## src/sv/bffa_pkg.sv

```systemverilog
package bffa_pkg;

  // Map capacities and word geometry.
  localparam int DATA_BITS_MAX  = 8192;
  localparam int INODE_BITS_MAX = 1024;
  localparam int MAP_WORD_BITS  = 64;

  localparam int DATA_WORDS  = (DATA_BITS_MAX + MAP_WORD_BITS - 1) / MAP_WORD_BITS;
  localparam int INODE_WORDS = (INODE_BITS_MAX + MAP_WORD_BITS - 1) / MAP_WORD_BITS;
  localparam int DATA_AW     = $clog2(DATA_WORDS);
  localparam int INODE_AW    = $clog2(INODE_WORDS);
  localparam int BIT_W       = $clog2(MAP_WORD_BITS);

  // A limit holds any count up to the data capacity itself.
  localparam int LIM_W    = $clog2(DATA_BITS_MAX) + 1;
  localparam int LIM_HI_W = LIM_W - BIT_W;

  // Register widths.
  localparam int BASE_W = 32;
  localparam int DCNT_W = 14;
  localparam int ICNT_W = 11;
  localparam int REG_AW = 2;

  // Register indexes.
  localparam logic [REG_AW-1:0] REG_DATA_BASE   = 2'd0;
  localparam logic [REG_AW-1:0] REG_DATA_COUNT  = 2'd1;
  localparam logic [REG_AW-1:0] REG_INODE_COUNT = 2'd2;

  // Commands.
  localparam logic [1:0] CMD_ALLOC_DATA  = 2'd0;
  localparam logic [1:0] CMD_ALLOC_INODE = 2'd1;
  localparam logic [1:0] CMD_FREE_DATA   = 2'd2;
  localparam logic [1:0] CMD_FREE_INODE  = 2'd3;

  typedef enum logic [1:0] {
    ST_OK    = 2'd0,
    ST_FULL  = 2'd1,
    ST_RANGE = 2'd2
  } status_t;

  // Result of the free-bit search over one map word.
  typedef struct packed {
    logic             found;
    logic [BIT_W-1:0] bit_idx;
  } find_t;

endpackage

```

## src/sv/bffa_find.sv

```systemverilog
module bffa_find (
  input  logic [bffa_pkg::MAP_WORD_BITS-1:0] word,
  input  logic [bffa_pkg::DATA_AW-1:0]       wsel,
  input  logic [bffa_pkg::LIM_W-1:0]         limit,
  output bffa_pkg::find_t                    res
);

  // Bits at or above the limit count as taken; the lowest free bit wins.
  always_comb begin
    logic [bffa_pkg::LIM_HI_W-1:0]      wext;
    logic [bffa_pkg::MAP_WORD_BITS-1:0] mask;
    logic [bffa_pkg::MAP_WORD_BITS-1:0] avail;
    wext = bffa_pkg::LIM_HI_W'(wsel);
    if (wext < limit[bffa_pkg::LIM_W-1:bffa_pkg::BIT_W]) begin
      mask = '1;
    end else if (wext == limit[bffa_pkg::LIM_W-1:bffa_pkg::BIT_W]) begin
      mask = (bffa_pkg::MAP_WORD_BITS'(1) << limit[bffa_pkg::BIT_W-1:0])
             - bffa_pkg::MAP_WORD_BITS'(1);
    end else begin
      mask = '0;
    end
    avail = ~word & mask;
    res.found = |avail;
    res.bit_idx = '0;
    for (int b = bffa_pkg::MAP_WORD_BITS - 1; b >= 0; b--) begin
      if (avail[b]) begin
        res.bit_idx = bffa_pkg::BIT_W'(b);
      end
    end
  end

endmodule

```

## config.mk

```make
export PLATFORM = sky130hd
export DESIGN_NAME = bffa_find
export DESIGN_NICKNAME = d
export VERILOG_FILES = /design/src/sv/bffa_pkg.sv /design/src/sv/bffa_find.sv
export SDC_FILE = /design/constraint.sdc
export NUM_CORES = 1
export LEC_CHECK = 0
export ABC_AREA = 0
export BUFFER_PORTS_ARGS = -buffer_cell sky130_fd_sc_hd__buf_2
export CAP_MARGIN = 20
export CORE_ASPECT_RATIO = 1.2
export CORE_MARGIN = 2
export CORE_UTILIZATION = 35
export DETAILED_ROUTE_END_ITERATION = 10
export GPL_ROUTABILITY_DRIVEN = 0
export PLACE_DENSITY_LB_ADDON = 0.3
export SETUP_SLACK_MARGIN = 0.02
export SLEW_MARGIN = 0
export SYNTH_ARGS = -nofsm -noshare
export SYNTH_HDL_FRONTEND = slang
export SYNTH_SLANG_ARGS = --single-unit
```

## constraint.sdc

```tcl
create_clock -name vclk -period 6.7
set_input_delay 1.675 -clock vclk [all_inputs]
set_output_delay 1.675 -clock vclk [all_outputs]
set_load 0.01 [all_outputs]
```

==> After elaboration in Yosys (flattened, before gate mapping) <==
Index checks and enable logic that the tools add are counted.
{ "totals": {"reg_bits": 0, "out_inout_bits": 7, "in_bits": 85, "wordCells": 73} }
{ "op_classes": {"n_mux": 66, "reduce_logical": 1, "n_shift": 1, "eq_ne": 1, "addsub": 1, "bitwise": 2, "n_lt_le_gt_ge": 1} }
{ "ops": {"columns": ["cell", "count"], "rows": [
  ["2-to-1 mux 6 bit", 64],
  ["2-to-1 mux 64 bit", 2],
  ["AND 64 bit", 1],
  ["inverter 64 bit", 1],
  ["OR reduction 64 bit", 1],
  ["<< shifter 1 x 6 -> 64 bit (first input constant)", 1],
  ["subtractor 64 x 2 -> 64 bit (second input constant)", 1],
  ["equality test 7 x 8 -> 1 bit", 1],
  ["less-than comparator 7 x 8 -> 1 bit", 1]
]} }

==> Depth between registers and ports, before layout <==
{ "depth": {"ltp_word": 69, "ltp_mapped": 17, "ltp_nobuf": 12} }

==> Least setup slack after synthesis <==
Ideal clock, no wire load.
{ "synth_timing": {"kind": "input -> output", "from": "in limit[0] in the netlist's numbering", "to": "out res[3] in the netlist's numbering", "cell_stages": 16, "slack_ps": 235, "arrival_ps": 4790, "required_ps": 5025, "cell_sequence": "buf_2 -> buf_2 -> clkbuf_1 -> nor2b_1 -> nand2_1 -> ha_1 -> buf_2 -> buf_1 -> a22oi_1 -> o22ai_1 -> o2bb2ai_1 -> nor4_1 -> nand3_1 -> or3_1 -> o211ai_1 -> a21boi_1"} }
{ "synth_lines": {"columns": ["item", "line", "source"], "rows": [
  ["from (decl)", "bffa_find.sv:4", "input logic [bffa_pkg::LIM_W-1:0] limit,"],
  ["to (decl)", "bffa_find.sv:5", "output bffa_pkg::find_t res"]
]} }

==> impl_metrics.env <==
export IMPL_synth_largest_area_cell="a21oi_1"
export IMPL_final_min_clock_period_ns=6.513
export IMPL_area_taken_by_multi_input_logic_gates_um2=3352
export IMPL_report_power_total_mw=0.2831
export IMPL_worst_setup_path_start_kind="primary input"
export IMPL_power_per_cell_area_nw_per_um2=64.98
export IMPL_mappedNetlistArea_um2=3586
export IMPL_worst_slew_pin_transition_ns=0.8492
export IMPL_initial_utilization_pct=35.82
export IMPL_arrival_ns=4.84
export IMPL_slew_violations=0
export IMPL_drive_gt1_share_pct=26.26
export IMPL_yosysSeqAreaShare_pct=0
export IMPL_grtUsageMet2_pct=44.86
export IMPL_first_global_vias=4627
export IMPL_grt_setup_unrepaired="false"
export IMPL_detail_route_drc_violations=0
export IMPL_global_route_usage_met3_pct=2.031
export IMPL_syn_area_per_cell_um2=6.461
export IMPL_grt_ovfl_total=0
export IMPL_drt_initial_drc_count=736
export IMPL_p_int_mw=0.1088
export IMPL_global_route_wire_length_before_repair_um=23760
export IMPL_timing_max_cap_violations=0
export IMPL_timing_slew_headroom_pct=42.67
export IMPL_top_ports=92
export IMPL_sequential_cell_area_um2=0
export IMPL_criticalPathCategory="in2out"
export IMPL_fin_setup_tns_ns=0
export IMPL_grt_max_degree=52
export IMPL_layout_clock_buffers=0
export IMPL_power_switching_mw=0.1743
export IMPL_antenna_found_initial=0
export IMPL_fp_row_count=40
export IMPL_grt_use_total_pct=26.64
export IMPL_timing_critical_path_required_ns=5.03
export IMPL_ir_drop_mv=0.02635
export IMPL_mappedNetlistNets=648
export IMPL_die_area_um2=11070
export IMPL_place_detailed_hpwl_um=12020
export IMPL_report_final_setup_viol=0
export IMPL_timing_hold_violations_final=0
export IMPL_timing_fmax_mhz=153.5
export IMPL_warnings_from_yosys=0
export IMPL_avgRoutedWirePerCell_um=20.58
export IMPL_nNetsFinal=731
export IMPL_antenna_cells_inserted=0
export IMPL_min_delay_path_class="in2out"
export IMPL_fill_cells=1119
export IMPL_post_synth_num_cell_types=81
export IMPL_final_period_utilization_pct=97.21
export IMPL_floorplan_die_height_um=114.9
export IMPL_seq_cell_count=0
export IMPL_static_leakage_power_nw=1.650
export IMPL_postSynthCellCount=555
export IMPL_cts_hold_fix_buffers=0
export IMPL_clock_power_share_pct=0
export IMPL_vias=5201
export IMPL_die_w_um=96.40
export IMPL_netlist_area_leader_share_pct=7.258
export IMPL_fp_coreArea_um2=10010
export IMPL_outcome="complete, no violations"
export IMPL_grt_busiest_layer="met2"
export IMPL_portBuffers=92
export IMPL_post_drt_via_cell_ratio=6.825
export IMPL_power_share_switching_pct=61.57
export IMPL_synthTopCellsByArea="a21oi_1, nor2_1, o211ai_1, buf_2, nand2_1"
export IMPL_critical_path_max_fanout=10
export IMPL_global_route_usage_met1_pct=35.62
export IMPL_critPathCaptureType="output pin"
export IMPL_postRouteWirelength_um=15680
export IMPL_antenna_left=0
export IMPL_seqPwrFrac_pct=0
export IMPL_power_share_combinational_pct=100.0
export IMPL_detailedRoute_firstPassIterationCount=6
export IMPL_synthToLayoutAreaGrowth_pct=21.49
[stage by stage]
step | util, % | instances | cell area, um^2 | hold WS (ns) | setup WS, ns
5_1_grt | 43.53 | 762 | 4357 | 3.901 | 0.04495
6_report | 43.53 | 762 | 4357 | 3.849 | 0.1871
2_1_floorplan | - | 555 | 3586 | 3.653 | 0.2352
3_5_place_dp | 42.59 | 759 | 4263 | 3.852 | 0.07850
4_1_cts | 42.59 | 759 | 4263 | 3.852 | 0.07021
3_3_place_gp | 42.59 | 759 | 4263 | 3.854 | 0.1555
[timing repair]
action                                 in CTS  in global routing
setup endpoints to repair                   0                  7
buffers inserted                            0                  2
gates resized for setup                     0                 15
endpoints found under the hold margin       0                  0
[placed cells by master (no fill, tap or decap), types with 13 or more instances in the layout]
cell      count
nand2_1      30
o211ai_1     18
nand4_1      16
buf_4        35
a21o_1       15
o21ai_0      14
a21oi_1      51
nor3_1       13
nand3_1      14
inv_1        16
nor2_1       50
nor2b_1      15
a31oi_1      15
buf_2        92
[worst max-delay path, cell delays in order]
cell and delay [ns]:
buf_2 0.16, nor2b_1 0.16, nand2_1 0.07, ha_1 0.34
inv_1 0.16, buf_4 0.21, o311ai_0 0.76, a21oi_1 0.20
nor2_1 0.14, o311ai_0 0.14, a22oi_1 0.30, a211oi_2 0.15
buf_4 0.15, o21ai_1 0.09, buf_2 0.14
[final cells by class]
cell class / count / area share [%]
inverters: 17 / 1.465
multi-input cells: 489 / 76.94
well taps: 126 / 3.619
repair buffers: 130 / 17.98
[worst paths after layout]
kind	start	endpoint	slack, ns	depth (start not counted)
hold / removal	word[0]	res[0]	3.85	5
setup / recovery	limit[0]	res[0]	0.19	15
[power groups by stage]
stage,clock [mW],combinational (mW),sequential [mW]
2_1_floorplan,0,0.173,0
3_3_place_gp,0,0.258,0
3_5_place_dp,0,0.260,0
4_1_cts,0,0.262,0
5_1_grt,0,0.303,0
6_report,0,0.283,0
[synthesized netlist by cell type (all sizes together), types with 5 or more instances]
master,number
clkbuf,15
o221ai,5
o21bai,11
or3,11
nand4,16
nor2,50
o21a,9
mux2i,9
o21ai,24
and2,7
o2111ai,8
nor2b,16
or4,10
nor3,15
a22oi,9
buf,35
nand2,31
a21o,15
o22ai,6
o211ai,18
nand2b,9
a2111oi,6
a21oi,52
a211oi,10
ha,8
a31oi,17
nand3,14
inv,17
a211o,9
nor4,11
nand4b,5
o31ai,6
and4,5
[cells by family after synthesis]
family	Yosys count	share of synthesized area, %
AO/OA/AOI/OAI	241	47.77
XOR/XNOR	5	1.221
adder cells (fa/ha/maj)	9	3.071
buffers and inverters	67	8.758
multiplexers	9	2.512
AND/OR/NAND/NOR	224	36.67
[routing by layer]
| layer | up-vias | wire length [um] | part of all wire, % |
|---|---|---|---|
| li1 | 2382 | - | - |
| met3 | 60 | 1635 | 10 |
| met1 | 2374 | 6015 | 38 |
| met4 | 0 | 773 | 4.9 |
| met2 | 385 | 7256 | 46 |
| met5 | - | 0 | 0 |
Note: power is estimated with default switching activity, not from simulation.
